**config.mk**
```make
export PLATFORM = sky130hd
export DESIGN_NAME = psfb_ctrl
export DESIGN_NICKNAME = d
export VERILOG_FILES = /design/src/rtl/core/psf_circular_blur_core_assert.svh /design/src/rtl/core/psfb_pkg.sv /design/src/rtl/core/psfb_ctrl.sv
export SDC_FILE = /design/constraint.sdc
export NUM_CORES = 1
export LEC_CHECK = 0
export BUFFER_PORTS_ARGS = -buffer_cell sky130_fd_sc_hd__buf_2
export CAP_MARGIN = 20
export CORE_AREA = 4 4 41 43
export DETAILED_ROUTE_END_ITERATION = 8
export DIE_AREA = 0 0 45 47
export HOLD_SLACK_MARGIN = 0.05
export PLACE_DENSITY = 0.61
export SYNTH_ARGS = -nofsm -noshare
export SYNTH_HDL_FRONTEND = slang
export SYNTH_SLANG_ARGS = --single-unit
```
**constraint.sdc**
```tcl
create_clock -name clk_i -period 1.6 [get_ports clk_i]
set_clock_uncertainty 0.15 [all_clocks]
set_input_delay 0.4 -clock clk_i [delete_from_list [all_inputs] [get_ports clk_i]]
set_output_delay 0.4 -clock clk_i [all_outputs]
set_load 0.01 [all_outputs]
```
**src/rtl/core/psf_circular_blur_core_assert.svh**
```systemverilog
// Assertion macros for the PSF circular blur core.
// Used by the top level; expects clk_i and rst_ni in scope.
`ifndef PSF_CIRCULAR_BLUR_CORE_ASSERT_SVH
`define PSF_CIRCULAR_BLUR_CORE_ASSERT_SVH

// Same-cycle implication.
`define PSFB_ASSERT_IMP(lbl, ante, cons) \
  lbl: assert property (@(posedge clk_i) disable iff (!rst_ni) (ante) |-> (cons)) \
    else $error("psfb: same-cycle check failed");

// Next-cycle implication.
`define PSFB_ASSERT_NXT(lbl, ante, cons) \
  lbl: assert property (@(posedge clk_i) disable iff (!rst_ni) (ante) |=> (cons)) \
    else $error("psfb: next-cycle check failed");

`endif

```
**src/rtl/core/psfb_pkg.sv**
```systemverilog
// Shared types and constants for the PSF circular blur core.
// No dependencies.
package psfb_pkg;

  localparam int REQ_W      = 2;
  localparam int COORD_W    = 6;
  localparam int DATA_W     = 16;
  localparam int DIMCFG_W   = 7;
  localparam int PSF_SIZE_W = 4;
  localparam int APB_AW     = 4;
  localparam int APB_DW     = 32;

  // product 17x16 signed, up to 225 taps summed
  localparam int PROD_W = 33;
  localparam int ACC_W  = 41;
  localparam int WS_W   = 24;
  localparam int Q_W    = 16;
  localparam int DC_W   = 4;

  localparam logic [REQ_W-1:0] REQ_WEIGHT  = 2'd0;
  localparam logic [REQ_W-1:0] REQ_PIXEL   = 2'd1;
  localparam logic [REQ_W-1:0] REQ_COMPUTE = 2'd2;

  localparam logic [1:0] REG_IMAGE_ROWS = 2'd0;
  localparam logic [1:0] REG_IMAGE_COLS = 2'd1;
  localparam logic [1:0] REG_PSF_SIZE   = 2'd2;

  localparam logic [DIMCFG_W-1:0]   ROWS_RST     = 7'd64;
  localparam logic [DIMCFG_W-1:0]   COLS_RST     = 7'd64;
  localparam logic [PSF_SIZE_W-1:0] PSF_SIZE_RST = 4'd1;

  typedef struct packed {
    logic clr_step;
    logic load_psf;
    logic load_img;
    logic start;
    logic mod_step;
    logic tap_init;
    logic tap_issue;
    logic div_init;
    logic div_step;
    logic res_load;
  } psfb_cmd_t;

  typedef struct packed {
    logic clr_last;
    logic mod_done;
    logic k_zero;
    logic tap_last;
    logic pipe_busy;
    logic div_last;
    logic out_free;
  } psfb_sts_t;

endpackage

```
**src/rtl/core/psfb_ctrl.sv**
```systemverilog
// Sequencer of the PSF blur core: clearing pass, loads, wrap search,
// tap sweep, divide and result hand-off. Depends on psfb_pkg.
module psfb_ctrl
  import psfb_pkg::*;
(
  input  logic             clk_i,
  input  logic             rst_ni,
  input  logic             in_valid_i,
  input  logic [REQ_W-1:0] req_type_i,
  output logic             in_stall_o,
  input  psfb_sts_t        sts_i,
  output psfb_cmd_t        cmd_o
);

  typedef enum logic [2:0] {
    ST_CLEAR,
    ST_IDLE,
    ST_MOD,
    ST_TAP,
    ST_DRAIN,
    ST_DIV,
    ST_RES
  } state_e;

  state_e state_q, state_d;

  always_comb begin
    cmd_o   = '0;
    state_d = state_q;
    unique case (state_q)
      ST_CLEAR: begin
        cmd_o.clr_step = 1'b1;
        if (sts_i.clr_last) begin
          state_d = ST_IDLE;
        end
      end
      ST_IDLE: begin
        if (in_valid_i) begin
          case (req_type_i)
            REQ_WEIGHT: cmd_o.load_psf = 1'b1;
            REQ_PIXEL:  cmd_o.load_img = 1'b1;
            REQ_COMPUTE: begin
              cmd_o.start = 1'b1;
              state_d     = ST_MOD;
            end
            default: ;
          endcase
        end
      end
      ST_MOD: begin
        if (sts_i.mod_done) begin
          cmd_o.tap_init = 1'b1;
          state_d        = sts_i.k_zero ? ST_DRAIN : ST_TAP;
        end else begin
          cmd_o.mod_step = 1'b1;
        end
      end
      ST_TAP: begin
        cmd_o.tap_issue = 1'b1;
        if (sts_i.tap_last) begin
          state_d = ST_DRAIN;
        end
      end
      ST_DRAIN: begin
        if (!sts_i.pipe_busy) begin
          cmd_o.div_init = 1'b1;
          state_d        = ST_DIV;
        end
      end
      ST_DIV: begin
        cmd_o.div_step = 1'b1;
        if (sts_i.div_last) begin
          state_d = ST_RES;
        end
      end
      ST_RES: begin
        if (sts_i.out_free) begin
          cmd_o.res_load = 1'b1;
          state_d        = ST_IDLE;
        end
      end
      default: state_d = ST_IDLE;
    endcase
  end

  always_ff @(posedge clk_i or negedge rst_ni) begin
    if (!rst_ni) begin
      state_q <= ST_CLEAR;
    end else begin
      state_q <= state_d;
    end
  end

  assign in_stall_o = (state_q != ST_IDLE);

endmodule

```
==> results of run 1 <==
-- metal layers --
| layer | up-vias | wire, µm | part of all wire, % | GRT usage (%) |
|---|---|---|---|---|
| met2 | 13 | 497 | 51 | 12.99 |
| met5 | - | 0 | 0 | 0 |
| met1 | 192 | 431 | 44 | 13.59 |
| met4 | 0 | 0 | 0 | 3.509 |
| li1 | 215 | - | - | - |
| met3 | 0 | 49 | 5.0 | 3.448 |
-- cell usage after synthesis --
cell type and n:
buf_6 1, and3b_1 1, a211oi_2 1, nand2b_1 3
nor2b_1 2, nand2_1 3, inv_1 3, a211oi_1 1
a21o_1 1, a211o_1 1, o32a_1 1, buf_2 1
a21oi_1 2, nor4_1 3, o21ai_0 2, mux4_2 1
nor2_1 2, nor3b_1 1, clkbuf_1 1, and3_1 1
inv_4 1, nand4bb_1 1, o31ai_1 1, dfrtp_1 3
nor3_1 3
-- power by group through the flow --
| stage | combinational, mW | clock, mW | sequential, mW |
|---|---|---|---|
| global placement | 0.545 | 0 | 0.148 |
| detailed placement | 0.545 | 0 | 0.149 |
| CTS | 0.639 | 0.140 | 0.159 |
| global route | 0.756 | 0.148 | 0.165 |
| finish | 0.690 | 0.135 | 0.158 |
| floorplan | 0.379 | 0 | 0.137 |
-- repair_timing --
action | CTS | global route
hold endpoints to repair | 3 | 0
setup endpoints to repair | 11 | 11
buffers inserted | 1 | 2
pin swaps | 2 | 1
resized for setup | 7 | 3
hold buffers | 1 | 0
-- logic make-up after synthesis --
family | count (synthesis) | synth area share [%]
multiplexers | 1 | 6.896
AO/OA/AOI/OAI | 10 | 22.61
flip-flops | 3 | 22.99
buffers and inverters | 7 | 11.49
AND/OR/NAND/NOR | 20 | 36.02
-- metrics by stage --
stage / cells / setup WS [ns]
final: 88 / -0.1813
after global routing: 88 / -0.2075
after CTS: 86 / -0.1656
after detailed placement: 80 / 0.03448
after global placement: 80 / 0.05734
after floorplan: 41 / -0.08448
-- worst max path at each step --
stage,to,slack (ns),cells past startpoint
6_report,cmd_o[8],-0.18,4
3_5_place_dp,cmd_o[7],0.03,4
2_1_floorplan,cmd_o[7],-0.08,3
4_1_cts,cmd_o[8],-0.17,4
3_3_place_gp,state_q[0],0.06,4
5_1_grt,cmd_o[8],-0.21,4
-- worst max-delay path: stages, from the launching register on --
cell and delay, ns:
dfrtp_1 0.37, nand2b_4 0.14, nand2b_4 0.15, nor4_1 0.16, buf_2 0.18
-- cell type report --
cell class	count	area, µm²
Clock buffer	4	26.28
Fill cell	125	700.7
Inverter	4	17.52
Multi-Input combinational cell	31	275.3
Sequential cell	3	76.32
Tap cell	15	18.77
Timing Repair Buffer	31	186.4
-- layout by cell type (no fill, tap or decap), types with 2 or more instances in the layout --
cell type  count
a21oi_1        2
buf_4          8
clkbuf_4       3
dfrtp_1        2
nand2b_4       3
nor2b_1        2
inv_1          3
o21ai_0        2
nor4_1         2
nor3_1         3
nand2_1        3
buf_2         21
==> summary.md, run 1 <==
| Metric | Value |
|---|---|
| Rel. slew slack | `approximately four fifths` |
| Fmax achieved | `approximately 560 MHz` |
| Clk sinks | `3` |
| Ys Warns | `0` |
| Top Registers | `state_q (3)` |
| Cell leakage power | `between 0.3 and 0.4 nW` |
| Routability cong. | `between 0.7 and 0.8` |
| Total wire length after detailed routing | `979 µm` |
| Drt pass-1 iters | `3` |
| Worst EP arrival | `roughly 1.2 ns` |
| Post-Synthesis Cell Area | `326.6 µm²` |
| Crit Path Category | `reg2out` |
| Biggest register | `state_q` |
| Clock Path Buffers | `2` |
| CTS tree | `done` |
| Register-to-register setup slack | `around 0.09 ns` |
| Peak supply drop | `roughly 0.001 V` |
| Vias | `420` |
| Fin Setup TNS | `-1.075 ns` |
| Avg WL per Cell | `11.13 µm` |
| Comb pwr share | `between 70 and 80%` |
| # nets final | `86` |
| Synth area leader | `dfrtp_1` |
| Skew-Pair Late Insertion Delay | `about 0.24 ns` |
| N_diodes | `0` |
| FP Rows | `13` |
| Reg-to-reg endpoint | `state_q[0]` |
| Syn_nets | `53` |
| Avg Cell Area, Syn | `7.965 µm²` |
| Iter 0 DRT Violations | `9` |
| Status | `complete, but fails checks` |
| Final core utilization | `46.15%` |
| Final setup vio count | `11` |
| Final hold violation count | `0` |
| Global route overflow | `0` |
| Die height | `between 40 and 50 µm` |
| Flops & latches, synth | `3` |
| Internal power | `~0.58 mW` |
| Die Width | `between 40 and 50 µm` |
| Synth Instances | `41` |
| Post-route cell area | `between 600 and 700 µm²` |
| Max-cap violations | `0` |
| Failing checks | `setup timing` |
| Worst EP required | `~1.1 ns` |
| Max reg flops | `3` |
| Endpoint class of the critical path | `output pin` |
| Max-slew violation count | `0` |
| Initial antenna violation count | `0` |
| Placed inst area | `approximately 470 µm²` |
| Period utilisation layout | `111.3%` |
| Reg-to-Reg Start | `state_q[2]` |
| Sw frac | `41.20%` |
| Port buffer count | `22` |
| Die area | `2115 µm²` |
| Reg2Reg Depth | `5` |
| Synth cell types | `25` |
| Vias in the first global route | `approximately 360` |
| Crit path from | `state_q[1]` |
| Worst-path maximum fanout | `3` |
| Synth area leaders | `dfrtp_1 23%, mux4_2 6.9%, nand2b_1 5.7%` |
| Sequential power share | `16.1%` |
| Root buffer cell | `clkbuf_4` |
| Seq/Total Area, Yosys | `22.99%` |
| Worst setup SP type | `register` |
| Pwr Total | `around 0.98 mW` |
| DP HPWL | `about 730 µm` |
| CTS Buf Count | `3` |
| Clock network power share | `13.7%` |
| Pwr dens | `around 1600 nW/µm²` |
| P_sw | `about 0.41 mW` |
| Final hold slack | `~0.34 ns` |
| RSZ-0062 raised after global routing | `true` |
| Worst setup margin | `-0.1813 ns` |
| Largest net degree at the start of global routing | `14` |
| Initial Utilization | `about 25%` |
| H-tree depth | `1` |
| Core Area | `1301 µm²` |
| Post-route DRC violation count | `0` |
| First-pass GRT wire length | `~1.5 mm` |
| Number of I/O pins | `23` |
| Share of post-route cells with drive strength above 1 | `around three fifths` |
| Least-Margin Pin Slew | `between 0.2 and 0.3 ns` |
| Clk pin slew, worst setup/hold paths | `0.04 ns` |
| Routed Antenna Nets | `0` |
| Top-area cell type share of the netlist area | `about 23%` |
| HP Class | `in2async` |
| Tmin final | `1.781 ns` |
| Drt via density | `4.773` |
| GRT Util Overall | `a little under a tenth` |
| P&R area growth vs syn | `83.91%` |
No activity file was read; power rests on OpenSTA's default activity.
==> run 2, diff against run 1 <==
- CELL_PAD_IN_SITES_DETAIL_PLACEMENT: default -> 1
- CELL_PAD_IN_SITES_GLOBAL_PLACEMENT: default -> 1
- CORE_AREA: 4 4 41 43 -> default
- CORE_MARGIN: default -> 4
- CORE_UTILIZATION: default -> 25
- DIE_AREA: 0 0 45 47 -> default
- PLACE_DENSITY: 0.61 -> 0.82
==> run 2 against run 1 <==
The run still ends with setup timing left. Sequential power increased by 9%. Hold slack got worse by 0.0079 ns. Power increased by 36%. Flip-flop and latch count unchanged. Via count increased by 19%. Count of clock-buffer cells in the layout unchanged. Sequential share of layout area decreased by 2.0 points. Highest routed layer is now met4.
==> summary.md, run 2 (same netlist as run 1, synthesis figures left out) <==
| Metric | Value |
|---|---|
| Status | `complete, but fails checks` |
| Failing checks | `setup timing` |
| Port buffer count | `22` |
| Total wire length after detailed routing | `1.947 mm` |
| Rel. slew slack | `76.95%` |
| Placed inst area | `~470 µm²` |
| Least-Margin Pin Slew | `roughly 0.34 ns` |
| Met2 Usage GRT | `between 30% and 40%` |
| HP Class | `in2async` |
| Cell leakage power | `around 0.35 nW` |
| Number of I/O pins | `23` |
| DP HPWL | `around 960 µm` |
| Pwr Total | `between 1 and 1.5 mW` |
| Largest net degree at the start of global routing | `9` |
| FP Rows | `12` |
| Placed cells | `just under 80` |
| Routability cong. | `around 0.71` |
| GRT met3 Usage | `6.911%` |
| Biggest register | `state_q` |
| H-tree depth | `1` |
| Met1 usage | `17.80%` |
| Post-route DRC violation count | `0` |
| Tmin final | `roughly 1.8 ns` |
| RSZ-0062 raised after global routing | `true` |
| Final setup vio count | `12` |
| Initial antenna violation count | `0` |
| Peak supply drop | `~0.0010 V` |
| Reg2Reg Depth | `5` |
| Final hold violation count | `0` |
| Most frequent cells in the layout | `22 x buf_2, 8 x buf_4, 5 x buf_6` |
| Post-route cell area | `713.2 µm²` |
| Max-cap violations | `0` |
| Clk sinks | `3` |
| Commonest non-fill, non-tap cell in the layout | `buf_2` |
| Worst setup SP type | `register` |
| Die Width | `about 44 µm` |
| CTS tree | `done` |
| Die height | `~44 µm` |
| Critical path's slowest cell | `dfrtp_2` |
| Max reg flops | `3` |
| P&R area growth vs syn | `118.4%` |
| Worst EP required | `1.05 ns` |
| Skew-Pair Late Insertion Delay | `0.24 ns` |
| Slowest stage delay, CP | `approximately 0.44 ns` |
| Final core utilization | `slightly above 60%` |
| Endpoint class of the critical path | `output pin` |
| # nets final | `around 90` |
| Fmax achieved | `between 500 and 600 MHz` |
| Crit Path Category | `reg2out` |
| Vias | `499` |
| CTS Buf Count | `3` |
| First-pass GRT wire length | `2.484 mm` |
| Core Area | `around 1200 µm²` |
| Fin Setup TNS | `-1.665 ns` |
| Vias in the first global route | `around 560` |
| Non-filler cells, final | `93` |
| Register-to-register setup slack | `-0.07 ns` |
| Filler Cells Inserted | `between 100 and 150` |
| Drt pass-1 iters | `3` |
| Top Registers | `state_q (3)` |
| Avg WL per Cell | `between 20 and 25 µm` |
| N_diodes | `0` |
| Reg-to-Reg Start | `state_q[0]` |
| Worst EP arrival | `1.24 ns` |
| Clk pin slew, worst setup/hold paths | `~0.04 ns` |
| Routed Antenna Nets | `0` |
| Iter 0 DRT Violations | `8` |
| Clock Path Buffers | `2` |
| Grt peak-use layer | `met2` |
| Drt via density | `between 5 and 6` |
| Die area | `1948 µm²` |
| Global route overflow | `0` |
| Reg-to-reg endpoint | `state_q[0]` |
| Worst setup margin | `-0.1909 ns` |
| GRT Util Overall | `approximately 18%` |
| Root buffer cell | `clkbuf_4` |
| Multi-input combinational cell area | `approximately 320 µm²` |
| Worst-path maximum fanout | `4` |
| Register Area | `between 70 and 80 µm²` |
| Initial Utilization | `roughly 28%` |
| Period utilisation layout | `111.9%` |
| Max-slew violation count | `0` |
| Critical-path cell list | `clkinv_4 > nor4_4 > buf_2` |
| Pwr dens | `1882 nW/µm²` |
| Share of post-route cells with drive strength above 1 | `between 70% and 80%` |
-- run 2: worst max path at each step --
| stage | from | end | depth (start not counted) |
|---|---|---|---|
| after floorplan | state_q[1] | cmd_o[7] | 3 |
| after global placement | state_q[1] | cmd_o[8] | 4 |
| after detailed placement | state_q[1] | cmd_o[7] | 4 |
| after CTS | state_q[1] | cmd_o[8] | 4 |
| after global routing | state_q[2] | cmd_o[2] | 3 |
| final | state_q[2] | cmd_o[2] | 3 |
-- run 2: worst max-delay path: cells and delay by family, from the launching register on --
kind	cells	cell delay (ns)
DFF	1	0.44
and+or+nand+nor	1	0.28
buffers and inverters	2	0.29
-- run 2: power breakdown --
part           internal, mW  leakage [nW]  switching [mW]  total [mW]
Sequential            0.115        0.0358          0.0576       0.173
Combinational         0.527         0.298           0.501        1.03
Clock                0.0939        0.0150          0.0468       0.141
-- run 2: layout make-up --
type | count | area share [%]
Clock buffer | 4 | 3.684
Tap cell | 14 | 2.456
Inverter | 4 | 2.807
Multi-Input combinational cell | 31 | 44.39
Timing Repair Buffer | 37 | 35.96
Sequential cell | 3 | 10.70
-- run 2: timing repair --
| action | 4_1_cts | 5_1_grt |
|---|---|---|
| setup endpoints to repair | 11 | 13 |
| hold endpoints to repair | 3 | 0 |
| resized for setup | 19 | 9 |
| gates cloned | 1 | 0 |
| setup buffers | 7 | 3 |
| hold buffers | 1 | 0 |
| pin swaps | 6 | 3 |
-- run 2: metrics by stage --
stage	hold slack, ns	setup WS, ns
after floorplan	-0.04559	-0.08448
after global placement	0.05239	0.04193
after detailed placement	0.05349	-0.002634
after CTS	0.3295	-0.1843
final	0.3344	-0.1909
after global routing	0.3274	-0.2634
-- run 2: layer usage --
metal / vias up / share of wire (%) / wire length, µm
met1: 238 / 38 / 747
met5: - / 0 / 0
met4: 0 / 5.3 / 103
met2: 22 / 52 / 1019
met3: 11 / 3.9 / 76
li1: 228 / - / -
